$ cat config.mk
export PLATFORM = sky130hd
export DESIGN_NAME = hre_dist
export DESIGN_NICKNAME = d
export VERILOG_FILES = /design/src/rtl/core/hre_pkg.sv /design/src/rtl/core/hre_dist.sv
export SDC_FILE = /design/constraint.sdc
export NUM_CORES = 2
export LEC_CHECK = 0
export ABC_AREA = 1
export BUFFER_PORTS_ARGS = -buffer_cell sky130_fd_sc_hd__buf_2
export CORE_ASPECT_RATIO = 2
export CORE_MARGIN = 10
export CORE_UTILIZATION = 30
export DETAILED_ROUTE_END_ITERATION = 10
export SYNTH_ARGS = -nofsm -noshare
export SYNTH_HDL_FRONTEND = slang
export SYNTH_SLANG_ARGS = --single-unit
export TNS_END_PERCENT = 5
$ cat constraint.sdc
create_clock -name clk -period 12.2 [get_ports clk]
set_clock_uncertainty 0.2 [all_clocks]
set_input_delay 1.22 -clock clk [delete_from_list [all_inputs] [get_ports clk]]
set_output_delay 1.22 -clock clk [all_outputs]
set_load 0.005 [all_outputs]
$ cat src/rtl/core/hre_pkg.sv
package hre_pkg;

    localparam int H_W    = 48;
    localparam int PT_W   = 32;
    localparam int NUM_H  = 8;
    localparam int IDX_W  = 3;
    localparam int ACC_W  = 82;            // signed numerator / denominator
    localparam int MAG_W  = 81;            // magnitude of an ACC_W value
    localparam int QM_W   = 47;            // saturated quotient magnitude
    localparam int DM_W   = 49;            // |dx|, |dy|
    localparam int SUM_W  = 48;

    localparam logic [IDX_W-1:0] CFG_H11 = 3'd0;
    localparam logic [IDX_W-1:0] CFG_H12 = 3'd1;
    localparam logic [IDX_W-1:0] CFG_H13 = 3'd2;
    localparam logic [IDX_W-1:0] CFG_H21 = 3'd3;
    localparam logic [IDX_W-1:0] CFG_H22 = 3'd4;
    localparam logic [IDX_W-1:0] CFG_H23 = 3'd5;
    localparam logic [IDX_W-1:0] CFG_H31 = 3'd6;
    localparam logic [IDX_W-1:0] CFG_H32 = 3'd7;

    localparam logic [H_W-1:0] H_ONE = 48'h0001_0000_0000;   // 1.0 in Q15.32

    typedef enum logic [2:0] {
        S_IDLE,
        S_MUL,
        S_DIVX,
        S_DIVY,
        S_DIST,
        S_ACC
    } state_t;

    function automatic logic [MAG_W-1:0] mag_of(input logic signed [ACC_W-1:0] v);
        logic signed [ACC_W-1:0] n;
        n = -v;
        return v[ACC_W-1] ? n[MAG_W-1:0] : v[MAG_W-1:0];
    endfunction

endpackage

$ cat src/rtl/core/hre_dist.sv
module hre_dist
    import hre_pkg::*;
(
    input  logic              clk,
    input  logic              rst_n,
    input  logic              start,
    input  logic [DM_W-1:0]   adx,
    input  logic [DM_W-1:0]   ady,
    output logic              done,
    output logic [SUM_W-1:0]  distance
);

    localparam int SQ_W   = 2 * DM_W;
    localparam int SREM_W = DM_W + 3;

    logic              busy_reg, busy_next;
    logic              root_ph_reg, root_ph_next;
    logic              done_reg, done_next;
    logic              sel_reg, sel_next;
    logic [5:0]        cnt_reg, cnt_next;
    logic [DM_W-1:0]   adx_reg, adx_next;
    logic [DM_W-1:0]   ady_reg, ady_next;
    logic [SQ_W-1:0]   sq_reg, sq_next;
    logic [SREM_W-1:0] rem_reg, rem_next;
    logic [DM_W-1:0]   root_reg, root_next;
    logic [DM_W-1:0]   a_op;
    logic [55:0]       a_pad;
    logic [7:0]        chunk;
    logic [DM_W+7:0]   prod;
    logic [SQ_W+7:0]   term;
    logic [SREM_W-1:0] rem_sh;
    logic [SREM_W-1:0] trial;

    always_comb
    begin
        a_op   = sel_reg ? ady_reg : adx_reg;
        a_pad  = {{(56-DM_W){1'b0}}, a_op};
        chunk  = 8'(a_pad >> {cnt_reg[2:0], 3'b000});
        prod   = a_op * chunk;
        term   = {{(SQ_W-DM_W){1'b0}}, prod} << {cnt_reg[2:0], 3'b000};
        rem_sh = {rem_reg[SREM_W-3:0], sq_reg[SQ_W-1:SQ_W-2]};
        trial  = {1'b0, root_reg, 2'b01};

        busy_next    = busy_reg;
        root_ph_next = root_ph_reg;
        done_next    = 1'b0;
        sel_next     = sel_reg;
        cnt_next     = cnt_reg;
        adx_next     = adx_reg;
        ady_next     = ady_reg;
        sq_next      = sq_reg;
        rem_next     = rem_reg;
        root_next    = root_reg;
        if (start)
        begin
            adx_next     = adx;
            ady_next     = ady;
            sq_next      = '0;
            sel_next     = 1'b0;
            cnt_next     = '0;
            root_ph_next = 1'b0;
            busy_next    = 1'b1;
        end
        else if (busy_reg && !root_ph_reg)
        begin
            // squares, one byte of the multiplier a cycle
            sq_next  = sq_reg + term[SQ_W-1:0];
            cnt_next = cnt_reg + 6'd1;
            if (cnt_reg == 6'd6)
            begin
                cnt_next = '0;
                sel_next = 1'b1;
                if (sel_reg)
                begin
                    root_ph_next = 1'b1;
                    rem_next     = '0;
                    root_next    = '0;
                end
            end
        end
        else if (busy_reg)
        begin
            // restoring square root, one result bit a cycle
            sq_next  = {sq_reg[SQ_W-3:0], 2'b00};
            cnt_next = cnt_reg + 6'd1;
            if (rem_sh >= trial)
            begin
                rem_next  = rem_sh - trial;
                root_next = {root_reg[DM_W-2:0], 1'b1};
            end
            else
            begin
                rem_next  = rem_sh;
                root_next = {root_reg[DM_W-2:0], 1'b0};
            end
            if (cnt_reg == 6'(DM_W - 1))
            begin
                busy_next = 1'b0;
                done_next = 1'b1;
            end
        end
    end

    always_ff @(posedge clk or negedge rst_n)
    begin
        if (!rst_n)
        begin
            busy_reg    <= 1'b0;
            root_ph_reg <= 1'b0;
            done_reg    <= 1'b0;
        end
        else
        begin
            busy_reg    <= busy_next;
            root_ph_reg <= root_ph_next;
            done_reg    <= done_next;
        end
    end

    always_ff @(posedge clk)
    begin
        sel_reg  <= sel_next;
        cnt_reg  <= cnt_next;
        adx_reg  <= adx_next;
        ady_reg  <= ady_next;
        sq_reg   <= sq_next;
        rem_reg  <= rem_next;
        root_reg <= root_next;
    end

    assign done     = done_reg;
    assign distance = root_reg[DM_W-1] ? {SUM_W{1'b1}} : root_reg[SUM_W-1:0];

endmodule

* Word-level counts from Yosys, hierarchy flattened *
Index checks and enable logic that the tools add are counted.
W data, S select, Z words.

cells by class
  $add $sub $neg = 3
  multiply operators = 1
  order comparisons = 1
  shift-type cells = 2
  mux-type cells = 29
  eq/ne operators = 5
  bitwise logic cells = 1
  reduce and logical (&&, ||, !) cells = 9

operators by type and width
  operator               count
  $mux W50               5
  $mux W49               5
  $mux W98               2
  $add A98 B98 Y98       1
  $shl A57 B6 Y98        1
  $mul A49 B8 Y57        1
  $ge A52 B51 Y1         1
  $sub A50 B50 Y50       1
  $shr A49 B6 Y8         1
  $mux W48               1
  $mux W6                3
  $mux W1                13
  $reduce_bool A2 Y1     4
  $add A6 B1 Y6 const B  1
  $eq A6 B3 Y1 const B   1
  $eq A6 B6 Y1 const B   1
  $ne A2 B2 Y1 const B   2
  $reduce_and A4 Y1      1
  $reduce_and A3 Y1      1
  $ne A2 B1 Y1 const B   1
  $reduce_and A2 Y1      1
  $logic_and A1 B1 Y1    1
  $logic_not A1 Y1       1
  $not A1 Y1             1

word-level totals
  logic and storage cells = 61
  register bits after elaboration = 305
  output and inout port bits = 49
  input bits = 101

* Depth between registers and ports, before layout *
  word-level depth = 6
  depth in mapped cells = 56
  depth with buffers taken out = 53

* Worst setup path before layout *
No wires, ideal clock.

  path type = input -> register
  start point = in start
  end point = reg rem_reg[0] (enable)
  arrival = 8841 ps
  required time = 11297 ps
  library setup time = 703 ps
  setup slack = 2456 ps
  stages on the path = 3
  buffers on the path = 2
  cells stage by stage = clkbuf_1 -> clkbuf_1 -> a211oi_1

between the ends
  cells in the longest elaborated chain, start to end = 2

ends and longest elaborated chain
  what                         line             RTL
  start: declaration           hre_dist.sv:6    input logic start,
  $not A1 Y1 (no line)         -
  $reduce_and A4 Y1 (no line)  -
  end signal: assignment       hre_dist.sv:127  rem_reg <= rem_next;
  end: declaration             hre_dist.sv:24   logic [SREM_W-1:0] rem_reg, rem_next;

Every way passes these cells.
A chain may end at the register's enable or synchronous reset.

* Worst setup path in the final report *
  start point = reg sel_reg
  end point = reg sq_reg[56]

between the ends
  cells in the longest elaborated chain, start to end = 6

ends and longest elaborated chain
  what                      line             RTL
  start: declaration        hre_dist.sv:19   logic sel_reg, sel_next;
  start signal: assignment  hre_dist.sv:122  sel_reg <= sel_next;
  $mux W49 *                hre_dist.sv:36   a_op = sel_reg ? ady_reg : adx_reg;
  $shr A49 B6 Y8            hre_dist.sv:38   chunk = 8'(a_pad >> {cnt_reg[2:0], 3'b000});
  $mul A49 B8 Y57 *         hre_dist.sv:39   prod = a_op * chunk;
  $shl A57 B6 Y98 *         hre_dist.sv:40   term = {{(SQ_W-DM_W){1'b0}}, prod} << {cnt_reg[2:0], 3'b000};
  $add A98 B98 Y98 *        hre_dist.sv:67   sq_next = sq_reg + term[SQ_W-1:0];
  $mux W98 *                hre_dist.sv:64   else if (busy_reg && !root_ph_reg)
  end signal: assignment    hre_dist.sv:126  sq_reg <= sq_next;
  end: declaration          hre_dist.sv:23   logic [SQ_W-1:0] sq_reg, sq_next;

Every way passes the cells marked *; elsewhere a longest branch is shown, timed or not.

==> key figures <==
Routing
  • DR vias: 40400
  • Post-route ant nets: 0
  • Routed wire per std cell: around 25 um
  • Detailed Route Iter0 Violations: 3218
  • WL final: approximately 190 mm
  • Vias/cell: 5.34
  • DRC violations left: 0
  • Drt first pass iters: 9

Logic synthesis
  • Post-synth EDFFs: 197
  • Area contributors post-synth: edfxtp_1, fa_1, nand2_1, nor2_1, inv_1
  • Top cells by count, synth: nand2_1, nor2_1, inv_1
  • Post-synth net total: between 6000 and 7000
  • Top FF cell, synth: edfxtp_1
  • Synth top area share: 15.2%
  • Mapped Area: 38900 um2
  • Area leader, netlist: edfxtp_1
  • Synth Area per Inst: 6.82 um2
  • Warnings from Yosys: 0
  • FF+latch count, synth: 305
  • Synth cell types: 68
  • Most frequent cell after synthesis: nand2_1
  • Synth Instances: 5701
  • Asr flop ratio synth: 0.984%
  • Register area share after synthesis: 20.8%

Setup path
  • Cell mode on critical path: nand2_1
  • Reg2Reg Depth: 40
  • CP max FO: 43
  • Critical-path top delay cell: inv_2
  • CP endpoint kind: flop
  • R2r setup slk: 0.17 ns
  • Arrival time worst endpoint: ~12 ns
  • Critical path type: flop to flop
  • Crit path launch type: flop
  • Slowest stage delay, CP: a little over 0.7 ns
  • Required time worst endpoint: 12.55 ns
  • Crit Reg-Reg Startpoint: sel_reg$_SDFFE_PP0P_
  • Worst r2r dst: sq_reg[56]$_SDFFE_PP0P_

Layout
  • Final nets: 6452
  • Layout cells sized above 1: ~8.2%
  • Area growth syn-to-layout: 10.4%
  • Max FFs per register: 98
  • Fin util: 33.4%

STA
  • Setup Viol. Count Final: 0
  • F_max: a little over 80 MHz
  • Hold_ws: 0.212 ns
  • Tightest Pin Transition: 1.40 ns
  • Slew HR: 5.93%
  • Final Hold Vio Count: 0
  • Final Max Slew Viols: 0
  • Final min period: ~12 ns
  • Setup TNS: 0 ns
  • Final worst-path cycle share: 98.6%
  • RSZ-0062 raised after global routing: true

Die
  • Die height: 529 um
  • DIE AREA: 145000 um2
  • Die Wd: 275 um
  • Core area: 129000 um2
  • I/O Pins: 150
  • Starting density of the core: a little under a third
  • Row count: 186

CTS
  • Clock root buffer: clkbuf_16
  • Clock sink total: 305
  • CTS tree: built
  • Clk buf depth: 3
  • Reg clk slew, reported paths: ~0.06 ns
  • Clk_lat worst skew: 0.62 ns
  • Post-CTS Setup Bufs: 0
  • CTS H-tree depth: 2
  • Cts bufs inserted: 35

Global route
  • Global-route wire length before repair: 273 mm
  • GRT Residual Overflow: 0
  • Vias in the first global route: approximately 41000
  • Global router's overall resource usage: 25.8%
  • Largest net degree at the start of global routing: 97
  • Initial antenna violation count: 10

Place
  • Placer Congestion: about 1.1
  • DP HPWL: 153 mm
  • PortBufs: ~150

Worst hold path
  • Worst hold path type: primary input to asynchronous set/reset pin

Flow run
  • Max Cap Viol: 0

Run status
  • Status: finished clean
placed cells by master (no fill, tap or decap), drive strengths merged, types with 76 or more instances in the layout:
| cell type | instances |
|---|---|
| nand2 | 1250 |
| inv | 903 |
| nor2 | 893 |
| a21oi | 468 |
| o21ai | 396 |
| nand3 | 314 |
| fa | 283 |
| buf | 264 |
| ha | 229 |
| edfxtp | 197 |
| dfxtp | 105 |
| xor2 | 76 |
layer usage:
| layer | wire length [um] | GRT usage (%) | vias up |
|---|---|---|---|
| met2 | 98300 | 47.2 | 1704 |
| li1 | - | - | 18600 |
| met3 | 11300 | 4.76 | 713 |
| met1 | 60300 | 23.6 | 19300 |
| met4 | 21300 | 24.0 | 8 |
| met5 | 54 | 0 | - |
worst max-delay path, delay by kind of cell (launching register included):
kind / cells / cell delay (ns)
xor gates and xnor gates: 2 / 0.54
buffers and inverters: 6 / 1.54
DFF: 1 / 0.50
AOI/OAI and AO/OA: 12 / 3.19
adders and majority gates: 6 / 2.87
and+or+nand+nor: 14 / 3.07
kinds of logic after synthesis:
logic type | after synthesis | synth area share, %
simple gates | 2602 | 27.4
buf+inv | 1064 | 10.9
mux | 22 | 0.566
xor+xnor | 121 | 2.75
flops | 305 | 20.8
fa+ha+maj | 512 | 21.9
compound gates | 1075 | 15.7
final cells by class:
class / instances / area (um2)
Antenna cell: 6 / 15.0
Clock buffer: 38 / 887
Clock inverter: 25 / 201
Fill cell: 14000 / 85800
Inverter: 900 / 3380
Multi-Input combinational cell: 4332 / 26600
Sequential cell: 305 / 8100
Tap cell: 1692 / 2120
Timing Repair Buffer: 265 / 1630
how the worst max path moves through the flow:
stage | from | to | slack, ns
2_1_floorplan | start | rem_reg[0]$_SDFFCE_PP0P_ | 2.46
3_3_place_gp | sel_reg$_SDFFE_PP0P_ | sq_reg[56]$_SDFFE_PP0P_ | 0.84
3_5_place_dp | sel_reg$_SDFFE_PP0P_ | sq_reg[56]$_SDFFE_PP0P_ | 0.80
4_1_cts | sel_reg$_SDFFE_PP0P_ | sq_reg[56]$_SDFFE_PP0P_ | 0.75
5_1_grt | sel_reg$_SDFFE_PP0P_ | sq_reg[56]$_SDFFE_PP0P_ | -0.04
6_report | sel_reg$_SDFFE_PP0P_ | sq_reg[56]$_SDFFE_PP0P_ | 0.17
stage by stage:
stage / setup slack [ns] / area, um2 / std cells
after floorplan: 2.46 / 38900 / 5701
after global placement: 0.843 / 41800 / 7494
after detailed placement: 0.805 / 41800 / 7494
after CTS: 0.746 / 42900 / 7557
after global routing: -0.0433 / 42900 / 7558
final: 0.173 / 42900 / 7563
repair_timing:
item                                    CTS  global route
endpoints found under the setup margin    0             5
hold buffers                              0             0
resized for setup                         0             1
Power is left out: the tool's default activity adds up to more than one toggle a clock period on the data nets, which glitch-free logic cannot reach.
