**config.mk**
```make
export PLATFORM = sky130hd
export DESIGN_NAME = hre_div
export DESIGN_NICKNAME = d
export VERILOG_FILES = /design/src/rtl/core/hre_pkg.sv /design/src/rtl/core/hre_div.sv
export SDC_FILE = /design/constraint.sdc
export NUM_CORES = 1
export LEC_CHECK = 0
export ABC_AREA = 1
export BUFFER_PORTS_ARGS = -buffer_cell sky130_fd_sc_hd__buf_4
export CORE_MARGIN = 8
export CORE_UTILIZATION = 40
export CTS_BUF_LIST = sky130_fd_sc_hd__clkbuf_4 sky130_fd_sc_hd__clkbuf_8 sky130_fd_sc_hd__clkbuf_16
export CTS_CLUSTER_SIZE = 16
export DETAILED_ROUTE_END_ITERATION = 6
export GPL_ROUTABILITY_DRIVEN = 0
export SETUP_SLACK_MARGIN = 0.1
export SLEW_MARGIN = 20
export SYNTH_ARGS = -nofsm -noshare
export SYNTH_HDL_FRONTEND = slang
export SYNTH_SLANG_ARGS = --single-unit
```
**constraint.sdc**
```tcl
create_clock -name clk -period 3.99 [get_ports clk]
set_clock_uncertainty 0.1 [all_clocks]
set_input_delay 0.399 -clock clk [delete_from_list [all_inputs] [get_ports clk]]
set_output_delay 0.399 -clock clk [all_outputs]
set_load 0.02 [all_outputs]
```
**src/rtl/core/hre_pkg.sv**
```systemverilog
package hre_pkg;

    localparam int H_W    = 48;
    localparam int PT_W   = 32;
    localparam int NUM_H  = 8;
    localparam int IDX_W  = 3;
    localparam int ACC_W  = 82;            // signed numerator / denominator
    localparam int MAG_W  = 81;            // magnitude of an ACC_W value
    localparam int QM_W   = 47;            // saturated quotient magnitude
    localparam int DM_W   = 49;            // |dx|, |dy|
    localparam int SUM_W  = 48;

    localparam logic [IDX_W-1:0] CFG_H11 = 3'd0;
    localparam logic [IDX_W-1:0] CFG_H12 = 3'd1;
    localparam logic [IDX_W-1:0] CFG_H13 = 3'd2;
    localparam logic [IDX_W-1:0] CFG_H21 = 3'd3;
    localparam logic [IDX_W-1:0] CFG_H22 = 3'd4;
    localparam logic [IDX_W-1:0] CFG_H23 = 3'd5;
    localparam logic [IDX_W-1:0] CFG_H31 = 3'd6;
    localparam logic [IDX_W-1:0] CFG_H32 = 3'd7;

    localparam logic [H_W-1:0] H_ONE = 48'h0001_0000_0000;   // 1.0 in Q15.32

    typedef enum logic [2:0] {
        S_IDLE,
        S_MUL,
        S_DIVX,
        S_DIVY,
        S_DIST,
        S_ACC
    } state_t;

    function automatic logic [MAG_W-1:0] mag_of(input logic signed [ACC_W-1:0] v);
        logic signed [ACC_W-1:0] n;
        n = -v;
        return v[ACC_W-1] ? n[MAG_W-1:0] : v[MAG_W-1:0];
    endfunction

endpackage

```
**src/rtl/core/hre_div.sv**
```systemverilog
module hre_div
    import hre_pkg::*;
(
    input  logic             clk,
    input  logic             rst_n,
    input  logic             start,
    input  logic [MAG_W-1:0] num,
    input  logic [MAG_W-1:0] den,
    output logic             done,
    output logic [QM_W-1:0]  quot
);

    localparam int REM_W = MAG_W + 2;

    logic             busy_reg, busy_next;
    logic             done_reg, done_next;
    logic             sat_reg, sat_next;
    logic [5:0]       cnt_reg, cnt_next;
    logic [REM_W-1:0] rem_reg, rem_next;
    logic [47:0]      low_reg, low_next;
    logic [47:0]      q_reg, q_next;
    logic [MAG_W-1:0] den_reg, den_next;
    logic [REM_W-1:0] shifted;
    logic [REM_W-1:0] den_ext;
    logic             qbit;

    always_comb
    begin
        shifted   = {rem_reg[REM_W-2:0], low_reg[47]};
        den_ext   = {2'b00, den_reg};
        qbit      = (shifted >= den_ext);
        busy_next = busy_reg;
        done_next = 1'b0;
        sat_next  = sat_reg;
        cnt_next  = cnt_reg;
        rem_next  = rem_reg;
        low_next  = low_reg;
        q_next    = q_reg;
        den_next  = den_reg;
        if (start)
        begin
            // quotient of at least 2^48 if the top part already reaches the divisor
            rem_next  = {{(REM_W-49){1'b0}}, num[MAG_W-1:32]};
            low_next  = {num[31:0], 16'h0000};
            q_next    = '0;
            sat_next  = ({{(MAG_W-49){1'b0}}, num[MAG_W-1:32]} >= den);
            den_next  = den;
            cnt_next  = '0;
            busy_next = 1'b1;
        end
        else if (busy_reg)
        begin
            rem_next = qbit ? (shifted - den_ext) : shifted;
            low_next = {low_reg[46:0], 1'b0};
            q_next   = {q_reg[46:0], qbit};
            cnt_next = cnt_reg + 6'd1;
            if (cnt_reg == 6'd47)
            begin
                busy_next = 1'b0;
                done_next = 1'b1;
            end
        end
    end

    always_ff @(posedge clk or negedge rst_n)
    begin
        if (!rst_n)
        begin
            busy_reg <= 1'b0;
            done_reg <= 1'b0;
        end
        else
        begin
            busy_reg <= busy_next;
            done_reg <= done_next;
        end
    end

    always_ff @(posedge clk)
    begin
        sat_reg <= sat_next;
        cnt_reg <= cnt_next;
        rem_reg <= rem_next;
        low_reg <= low_next;
        q_reg   <= q_next;
        den_reg <= den_next;
    end

    assign done = done_reg;
    assign quot = (sat_reg || q_reg[47]) ? {QM_W{1'b1}} : q_reg[QM_W-1:0];

endmodule

```
Yosys cells after proc, flatten, opt, wreduce, memory -nomap -nowiden --
Index checks and enable logic that the tools add are counted.
Storage, ports and cells: input bits 165, output and inout bits 48, flip-flop bits (word level) 252, logic and storage cells 28
Cells by class: equality and inequality tests 1, add/sub/neg operators 2, muxes and demuxes 12, reductions and logical operators 2, $lt $le $gt $ge 2
Operators by type and width (number):
- 49-bit 2-to-1 mux | 2
- 48-bit 2-to-1 mux | 2
- 83-bit by 81-bit >= comparator with 1-bit output | 1
- 82-bit 2-to-1 mux | 1
- 82-bit by 81-bit subtractor with 82-bit output | 1
- 49-bit by 81-bit >= comparator with 1-bit output | 1
- 47-bit 2-to-1 mux | 1
- 6-bit by 1-bit adder with 6-bit output (second input constant) | 1
- 6-bit == test (second input constant) | 1
- 1-bit 2-to-1 mux | 6
- 2-bit nonzero test | 1
- 1-bit logical OR | 1

Longest topological paths before layout --
Gate-level depths: netlist (run 1).
word-level depth 4, depth in mapped cells 20, gate-level depth less buffers 20

Worst setup path after synthesis (run 1) --
OpenSTA, ideal clock, no wires.
kind reg-to-reg, start register busy_reg, end register low_reg[16] (enable), data required time 3.412 ns, arrival 3.164 ns, path slack 0.248 ns, stages on the path, launching flop included 5, period minus slack after synthesis 3.742 ns, setup time 0.478 ns, path buffers 2, path through dfrtp_1 -> clkbuf_1 -> nor2_1 -> inv_1 -> clkbuf_1
On the way: word-level cells in the longest chain between the ends 1
Ends and longest elaborated chain:
- start: declaration | line hre_div.sv:15 | logic busy_reg, busy_next;
- start signal: assignment | line hre_div.sv:74 | busy_reg <= busy_next;
- 2-bit nonzero test (no line)
- end signal: assignment | line hre_div.sv:84 | low_reg <= low_next;
- end: declaration | line hre_div.sv:20 | logic [47:0] low_reg, low_next;
Every way passes these cells. A chain may end at the register's enable or synchronous reset.

Final worst setup path (run 1) --
start register den_reg[50], end register rem_reg[25], data pin
On the way: word-level cells in the longest chain between the ends 4
Ends and longest elaborated chain:
- start: declaration | line hre_div.sv:22 | logic [MAG_W-1:0] den_reg, den_next;
- start signal: assignment | line hre_div.sv:86 | den_reg <= den_next;
- 83-bit by 81-bit >= comparator with 1-bit output | line hre_div.sv:31 | qbit = (shifted >= den_ext);
- 82-bit 2-to-1 mux | line hre_div.sv:53 | rem_next = qbit ? (shifted - den_ext) : shifted;
- 49-bit 2-to-1 mux | line hre_div.sv:51 | else if (busy_reg)
- 49-bit 2-to-1 mux | line hre_div.sv:40 | if (start)
- via rem_next[25] | line hre_div.sv:19 | logic [REM_W-1:0] rem_reg, rem_next;
- end signal: assignment | line hre_div.sv:83 | rem_reg <= rem_next;
- end: declaration | line hre_div.sv:19
The timed path passes the listed nets, and every way through them passes these cells. The select of a mux whose other input is x is not followed.

==> results of run 1 <==
==> worst paths after layout <==
kind                        startpoint           to  depth (start not counted)
setup / recovery           den_reg[50]  rem_reg[25]                         16
hold / removal                 num[48]  rem_reg[16]                          3
setup reg to reg           den_reg[50]  rem_reg[25]                         16
hold reg to reg             cnt_reg[5]   cnt_reg[5]                          2
max in group asynchronous        rst_n         done                          3
min in group asynchronous        rst_n     busy_reg                          3
==> where the power goes <==
group | leakage (nW) | internal (mW) | total, mW | switching, mW
Combinational | 9.60 | 0.769 | 2.05 | 1.28
Clock | 0.543 | 1.72 | 2.92 | 1.20
Sequential | 2.42 | 2.94 | 3.00 | 0.0609
Total | 12.6 | 5.43 | 7.97 | 2.54
==> layout make-up <==
class,count,area share [%]
repair buffers,368,13.20
clock buffers,42,4.040
well taps,615,3.206
inverters,571,8.941
multi-input cells,2052,42.27
flip-flops and latches,252,27.86
clock inverters,14,0.4901
==> metrics by stage <==
stage	hold slack, ns	instances	util [%]	instance area (um^2)	power [mW]
after detailed placement	0.08883	3718	45.15	21510	4.950
after global routing	0.004881	3914	50.37	24000	8.372
after CTS	0.0005789	3914	50.37	24000	8.025
after floorplan	0.003409	2938	-	19270	4.270
after global placement	0.08710	3718	45.15	21510	4.940
final	0.02528	3914	50.37	24000	7.967
==> worst register-to-register path, cell delays in order, from the launching register on <==
cell and delay [ns]:
sky130_fd_sc_hd__edfxtp_1 0.33, sky130_fd_sc_hd__inv_1 0.08, sky130_fd_sc_hd__ha_1 0.46, sky130_fd_sc_hd__nand2_1 0.19, sky130_fd_sc_hd__nor2_1 0.15, sky130_fd_sc_hd__nand2_1 0.09
sky130_fd_sc_hd__inv_1 0.08, sky130_fd_sc_hd__nand2_1 0.18, sky130_fd_sc_hd__nor2_2 0.18, sky130_fd_sc_hd__nand4_1 0.23, sky130_fd_sc_hd__nor2_1 0.26, sky130_fd_sc_hd__nor2_4 0.07
sky130_fd_sc_hd__nand2_4 0.30, sky130_fd_sc_hd__buf_12 0.29, sky130_fd_sc_hd__nand2_1 0.10, sky130_fd_sc_hd__nand2_1 0.07, sky130_fd_sc_hd__o21ai_1 0.06
==> cell families (layout without fill, tap and decap cells) <==
group | after synthesis | in the layout
DFF | 252 | 252
AOI/OAI and AO/OA | 256 | 256
xor gates and xnor gates | 43 | 43
adders and majority gates | 132 | 132
buffers and inverters | 634 | 995
and+or+nand+nor | 1621 | 1621
==> per-layer routing <==
| layer | part of all wire [%] | vias up | global-route usage, % | wire length, um |
|---|---|---|---|---|
| met5 | 0 | - | 0 | 0 |
| met2 | 45 | 677 | 37.32 | 29130 |
| met3 | 7.1 | 137 | 3.722 | 4598 |
| li1 | - | 9841 | - | - |
| met1 | 45 | 8998 | 30.02 | 29010 |
| met4 | 3.4 | 0 | 6.971 | 2198 |
==> cells in the mapped netlist (all sizes together), types with 40 or more instances <==
cell	count	area, um^2
nor2	227	879.6
dfxtp	87	1742
nand2	1122	4224
o21ai	60	300.3
nand3	164	820.8
nand3b	56	420.4
inv	571	2143
xnor2	40	350.3
ha	131	1639
o22ai	46	287.8
a21oi	116	580.6
edfxtp	163	4895
==> impl_metrics.ini, run 1 <==
[setup_path]
worst_path_largest_cell_delay_ns = 0.46
critical-path-slowest-cell = sky130_fd_sc_hd__ha_1
cp_data_arrival_time_ns = 3.72
critPathCaptureType = flip-flop
timing.critical_path.mode_cell = sky130_fd_sc_hd__nand2_1
worstPathBufferInverterCount = 3
timing.setup.critical_path_class = reg2reg
worst-endpoint-required_ns = 4.22
critical-path-top-delay-family = simple AND/OR/NAND/NOR gates
rrSetupSlack_ns = 0.50
path_max_fanout = 47
cp_cell_sequence = inv_1 > ha_1 > nand2_1 > nor2_1 > nand2_1 > inv_1 > nand2_1 > nor2_2 > nand4_1 > nor2_1 > nor2_4 > nand2_4 > buf_12 > nand2_1 > nand2_1 > o21ai_1
worstSetupStartpointType = flip-flop

[sta]
min_period_over_period_pct = 87.49
final.setup.worst_slack_ns = 0.4991
final-hold-violation-count = 0
relSlewSlack_pct = 37.04
total_setup_violations_reported_at_the_end_of_the_flow = 0
grt_setup_unrepaired = no
max_slew.worst_pin.slew_ns = 0.9422
fmax_mhz = 286.5
finalCriticalPeriod_ns = 3.491
timing.setup.tns_ns = 0
slew_violations = 0

[clock_network]
post-cts-setup-buffer-count = 0
cts.root.buffer_cell = sky130_fd_sc_hd__clkbuf_16
cts_resized = 0
insertion_delay_ns = 0.60
clk_pin_slew_ns = 0.06
htree_num_levels = 1
clock_sink_count = 252
deepest_clock_path_buffer_count = 3
tritoncts.num_buffers = 30
cts_tree = built
holdBufCountCts = 140

[synth]
post_synth_and_or_nand_nor_area_fraction_pct = 34.53
syn-instance-count = 2938
muxShareOfSynthArea_pct = 0
synth.yosys.seq_area_share_pct = 34.69
postSynthAreaPerCell_um2 = 6.560
yosys_register_bits = 252
synth_top_family_by_area = simple AND/OR/NAND/NOR gates
ys.warnings.count = 0
synth_compound_area_share_pct = 7.388
post_synthesis_adder_cell_area_fraction_pct = 8.608
synth_ff_type = sky130_fd_sc_hd__edfxtp_1
ys_async_sr_fraction_pct = 0.7937
number_of_flops_mapped_to_enable_cells_by_yosys = 163
synthXorXnorAreaFrac_pct = 1.954
synth.distinct_cells = 44
netlist_area_mm2 = 0.01927
mappedNetlistNets = 3235

[die]
start_util_pct = 40.45
die_w_um = 235.5
core_area_mm2 = 0.04765
die_height_um = 235.5
number_of_cell_rows = 80
die_area_mm2 = 0.05546
io_pins = 213

[grt]
via_count_of_the_first_global_routing_pass = 19570
antenna_found_initial = 1
maximum_number_of_pins_on_one_net_before_global_route_repair = 102
globalRouteTotalUtil_pct = 22.61
grt_first_pass_wirelength_um = 102900
remaining_overflow_grt = 0

[pwr]
max-vdd-ir-drop_mv = 0.3579
power_per_cell_area_mw_per_mm2 = 332.0
power.static_leakage_nw = 12.57

[layout]
share_of_final_layout_standard_cells_stronger_than_drive_strength_1_pct = 9.306
syn2layout_area_growth_pct = 24.52
multiInputGateArea_mm2 = 0.01014
layout_nets = 3572
largest_register_ff_count = 82
mostFrequentLayoutCell = sky130_fd_sc_hd__nand2_1
sequential_cell_area_mm2 = 0.006686
nFillCells = 4836
antenna_cell_count = 0
highest_count_cells_in_the_layout_ignoring_fill_and_taps = 1,119 x sky130_fd_sc_hd__nand2_1, 566 x sky130_fd_sc_hd__inv_1, 223 x sky130_fd_sc_hd__buf_4, 215 x sky130_fd_sc_hd__nor2_1, 164 x sky130_fd_sc_hd__nand3_1

[routing]
detail_route.wirelength_um = 64930
drtPass1Iterations = 6
detailed_route_wire_length_per_cell_um = 16.59
antenna_left = 0
dr.first_iter.drc_count = 1599
viasPerCell = 5.021
drc = 0
via_count = 19653

[placed_design]
io_buffer_count = 212
dp_hpwl_um = 51230
placement.setup.worst_slack_ns = 0.5826

[flow_run]
max_cap_violations = 0

[hold_path]
hold_path_class = in2reg

[status]
run_status = finished, final reports clean
Note: power is estimated with default switching activity, not from simulation.
==> run 2: changes to the inputs <==
CORE_UTILIZATION = 45   (was 40)
PLACE_DENSITY = 0.66   (was default)
==> impl_metrics.ini, run 2 (synthesis results as in run 1) <==
[pwr]
max-vdd-ir-drop_mv = 0.3383
int_power_mw = 5.470
clock_power_share_pct = 36.6
power_per_cell_area_mw_per_mm2 = 334.7
combPwrFrac_pct = 25.8
power.net_switching_mw = 2.520
pwr-share-seq_pct = 37.6
power.static_leakage_nw = 12.55
total_power_mw = 7.990
proportion_of_total_power_due_to_net_switching_pct = 31.54

[layout]
nFillCells = 4069
largest_register_ff_count = 82
highest_count_cells_in_the_layout_ignoring_fill_and_taps = 1,119 x sky130_fd_sc_hd__nand2_1, 566 x sky130_fd_sc_hd__inv_1, 221 x sky130_fd_sc_hd__buf_4, 215 x sky130_fd_sc_hd__nor2_1, 164 x sky130_fd_sc_hd__nand3_1
layout_nets = 3569
share_of_final_layout_standard_cells_stronger_than_drive_strength_1_pct = 9.196
syn2layout_area_growth_pct = 23.87
mostFrequentLayoutCell = sky130_fd_sc_hd__nand2_1

[setup_path]
worst_path_largest_cell_delay_ns = 0.41
worstSetupStartpointType = flip-flop
worstPathBufferInverterCount = 2
timing.critical_path.mode_cell = sky130_fd_sc_hd__nand2_1
critical-path-top-delay-family = simple AND/OR/NAND/NOR gates
cp_data_arrival_time_ns = 3.57
cp_cell_sequence = ha_1 > nand2_1 > nor2_1 > inv_1 > nor3_1 > nand4_1 > nor2_1 > nor2_4 > nand2_4 > buf_4 > nand2_1 > nand3_1 > nand2_1
path_max_fanout = 21
timing.setup.critical_path_class = reg2reg
worst-endpoint-required_ns = 4.21
critical-path-slowest-cell = sky130_fd_sc_hd__nor3_1
critPathCaptureType = flip-flop

[grt]
antenna_found_initial = 4
remaining_overflow_grt = 0
grt_first_pass_wirelength_um = 103000
globalRouteTotalUtil_pct = 25.37
maximum_number_of_pins_on_one_net_before_global_route_repair = 133
via_count_of_the_first_global_routing_pass = 19835

[routing]
antenna_left = 0
via_count = 19960
drtPass1Iterations = 7
detail_route.wirelength_um = 64900
detailed_route_wire_length_per_cell_um = 16.88
viasPerCell = 5.191
dr.first_iter.drc_count = 1857
drc = 1

[die]
die_w_um = 223.0
die_area_mm2 = 0.04971
die_height_um = 223.0
io_pins = 213
core_area_mm2 = 0.04270
start_util_pct = 45.14
number_of_cell_rows = 76

[clock_network]
deepest_clock_path_buffer_count = 3
tritoncts.num_buffers = 30
clock_sink_count = 252
cts_resized = 0
cts_tree = built
post-cts-setup-buffer-count = 0
cts.root.buffer_cell = sky130_fd_sc_hd__clkbuf_16
clk_pin_slew_ns = 0.06
insertion_delay_ns = 0.61
htree_num_levels = 1

[placed_design]
io_buffer_count = 212
dp_hpwl_um = 49680

[status]
run_status = finished with violations
violations = DRC

[sta]
min_period_over_period_pct = 83.96
slew_violations = 0
fmax_mhz = 298.5
timing.setup.tns_ns = 0
relSlewSlack_pct = 35.88
final-hold-violation-count = 0
finalCriticalPeriod_ns = 3.350
grt_setup_unrepaired = no
total_setup_violations_reported_at_the_end_of_the_flow = 0
max_slew.worst_pin.slew_ns = 0.9604

[hold_path]
hold_path_class = in2reg

[flow_run]
max_cap_violations = 0
==> run 2: worst min-delay path, delay by kind of cell <==
family | cells | cell delay, ns
simple gates | 2 | 0.09
buf+inv | 1 | 0.09
==> run 2: power by group through the flow <==
stage,clock network (mW),registers (mW),logic (mW)
after CTS,2.99,3.00,2.01
after global routing,3.07,3.02,2.27
after floorplan,0,3.03,1.24
after detailed placement,0,3.05,1.89
final,2.93,3.00,2.06
after global placement,0,3.05,1.87
==> run 2: path summary, 6_finish.rpt <==
path	endpoint	startpoint	cells after the start	slack (ns)
max in group asynchronous	busy_reg	rst_n	3	3.08
setup / recovery	rem_reg[10]	rem_reg[23]	13	0.64
setup reg to reg	rem_reg[10]	rem_reg[23]	13	0.64
hold reg to reg	rem_reg[65]	rem_reg[65]	2	0.37
hold / removal	rem_reg[9]	num[41]	3	0.02
min in group asynchronous	done	rst_n	3	0.58
==> run 2: timing repair <==
item,in CTS,in global routing
hold endpoints to repair,139,0
setup endpoints to repair,0,0
hold buffers,139,0
==> run 2: area by class of cell <==
type / instances / area (um^2) / share of cell area [%]
Sequential cell: 252 / 6686 / 28.01
Multi-Input combinational cell: 2052 / 10140 / 42.47
Antenna cell: 4 / 10.01 / 0.04193
Tap cell: 546 / 683.2 / 2.861
Inverter: 571 / 2146 / 8.988
Clock inverter: 11 / 136.4 / 0.5713
Clock buffer: 44 / 932.1 / 3.904
Timing Repair Buffer: 365 / 3142 / 13.16
==> run 2: layer usage <==
layer  wire (um)  part of all wire [%]  GRT usage [%]  vias to the layer above
met2       29000                    45          41.21                      815
met3        4914                   7.6          4.032                      179
met5           0                     0              0                        -
met1       28130                    43          33.29                     9129
li1            -                     -              -                     9837
met4        2855                   4.4          10.45                        0
==> run 2: per-stage QoR <==
step	hold slack, ns	util [%]	worst slack (ns)	std cells	area (um^2)
6_report	0.02406	55.92	0.6400	3845	23870
3_5_place_dp	0.08472	50.13	0.6854	3647	21400
2_1_floorplan	0.003409	-	0.2483	2938	19270
3_3_place_gp	0.08308	50.13	0.7907	3647	21400
4_1_cts	0.0009641	55.89	0.6715	3841	23860
5_1_grt	0.01595	55.92	0.3329	3845	23870
==> run 3: changes to the inputs <==
clock period = 2.88 ns   (was 3.99 ns; I/O delays follow)
==> impl_metrics.ini, run 3 (synthesis results as in run 1) <==
[sta]
fmax_mhz = 357.1
final-hold-violation-count = 0
relSlewSlack_pct = 36.94
total_setup_violations_reported_at_the_end_of_the_flow = 0
finalCriticalPeriod_ns = 2.801
max_slew.worst_pin.slew_ns = 0.9460
grt_setup_unrepaired = yes
min_period_over_period_pct = 97.25
timing.setup.tns_ns = 0
hold-worst-slack_ns = 0.02125
slew_violations = 0

[pwr]
power_per_cell_area_mw_per_mm2 = 428.8
power.static_leakage_nw = 13.53
max-vdd-ir-drop_mv = 0.4853

[layout]
sequential_cell_area_mm2 = 0.006689
highest_count_cells_in_the_layout_ignoring_fill_and_taps = 1,036 x sky130_fd_sc_hd__nand2_1, 543 x sky130_fd_sc_hd__inv_1, 335 x sky130_fd_sc_hd__buf_4, 174 x sky130_fd_sc_hd__nor2_1
share_of_final_layout_standard_cells_stronger_than_drive_strength_1_pct = 20.20
multiInputGateArea_mm2 = 0.01169
nFillCells = 3670
layout_nets = 3730
syn2layout_area_growth_pct = 39.25
mostFrequentLayoutCell = sky130_fd_sc_hd__nand2_1
largest_register_ff_count = 82
finish.instance_area_mm2 = 0.02684

[routing]
viasPerCell = 5.258
drtPass1Iterations = 7
via_count = 21049
antenna_left = 0
detailed_route_wire_length_per_cell_um = 17.69
dr.first_iter.drc_count = 1977
detail_route.wirelength_um = 70820
drc = 1

[placed_design]
dp_hpwl_um = 51960
dpl_cell_area_mm2 = 0.02215
io_buffer_count = 212

[setup_path]
critical-path-top-delay-family = simple AND/OR/NAND/NOR gates
cp_cell_sequence = ha_4 > nand2_1 > nor2_2 > inv_2 > nor2_4 > nand2_2 > nor2_1 > nand2_2 > nand3_4 > nand2_8 > nand2_8 > buf_12 > clkbuf_16 > nand2_1 > nand3_1 > nand2_1
path_max_fanout = 5
critPathCaptureType = flip-flop
timing.critical_path.mode_cell = sky130_fd_sc_hd__nand2_1
timing.setup.critical_path_class = reg2reg
worst-endpoint-required_ns = 3.13
worst_path_largest_cell_delay_ns = 0.47
critical-path-slowest-cell = sky130_fd_sc_hd__edfxtp_1
worstPathBufferInverterCount = 3
worstSetupStartpointType = flip-flop
cp_data_arrival_time_ns = 3.05

[status]
violations = DRC
run_status = finished with violations

[grt]
maximum_number_of_pins_on_one_net_before_global_route_repair = 110
remaining_overflow_grt = 0
globalRouteTotalUtil_pct = 26.37
antenna_found_initial = 2
via_count_of_the_first_global_routing_pass = 20383
grt_first_pass_wirelength_um = 106300

[die]
start_util_pct = 45.14
die_w_um = 223.0
number_of_cell_rows = 76
die_area_mm2 = 0.04971
die_height_um = 223.0
core_area_mm2 = 0.04270
io_pins = 213

[clock_network]
cts_tree = built
clk_pin_slew_ns = 0.07
cts.root.buffer_cell = sky130_fd_sc_hd__clkbuf_16
htree_num_levels = 1
deepest_clock_path_buffer_count = 3
tritoncts.num_buffers = 29
insertion_delay_ns = 0.60
clock_sink_count = 252

[hold_path]
hold_path_class = in2reg

[flow_run]
max_cap_violations = 0
## run 3: repair_timing
action,CTS,global route
gates resized for setup,80,250
hold endpoints to repair,163,0
pin swaps,12,70
setup endpoints to repair,83,83
hold buffers,163,0
buffers inserted,8,29
gates cloned,1,6
## run 3: cell type report
cell class                 count  area share (%)
multi-input combinational   2053           43.54
sequential                   252           24.92
timing repair buffer         526           17.40
inverter                     571           8.005
clock buffer                  38           3.179
tap                          546           2.545
clock inverter                16          0.3963
antenna                        1        0.009324
## run 3: per-layer routing
metal,part of all wire [%],track usage (%)
met5,0.018,0
met4,5.0,11.02
met3,9.2,5.424
met2,45,43.26
met1,40,33.45
## run 3: path summary, 6_finish.rpt
path	start	end	slack, ns	depth (start not counted)
min	num[32]	rem_reg[0]	0.02	3
max	rem_reg[43]	rem_reg[7]	0.08	16
min in group asynchronous	rst_n	busy_reg	0.49	3
max in group asynchronous	rst_n	done	2.06	3
max reg2reg	rem_reg[43]	rem_reg[7]	0.08	16
min reg2reg	rem_reg[67]	rem_reg[67]	0.37	2
## run 3: report_power, final
part,switching (mW),internal (mW)
logic,2.08,1.51
clock network,1.63,2.10
registers,0.116,4.08
total,3.82,7.69
## run 3: tightest hold or removal path, stage by stage
cell and delay (ns):
sky130_fd_sc_hd__buf_4 0.08, sky130_fd_sc_hd__inv_1 0.07, sky130_fd_sc_hd__o21ai_1 0.15
## run 3: through the flow
stage	total power, mW	std cells	setup WS, ns	util, %
detailed placement	7.037	3743	-0.1669	51.88
floorplan	5.916	2938	0.4416	-
global placement	7.009	3743	-0.1289	51.88
CTS	11.08	3969	0.08570	59.48
finish	11.51	4003	0.07929	62.86
global route	12.02	4003	-0.01986	62.86
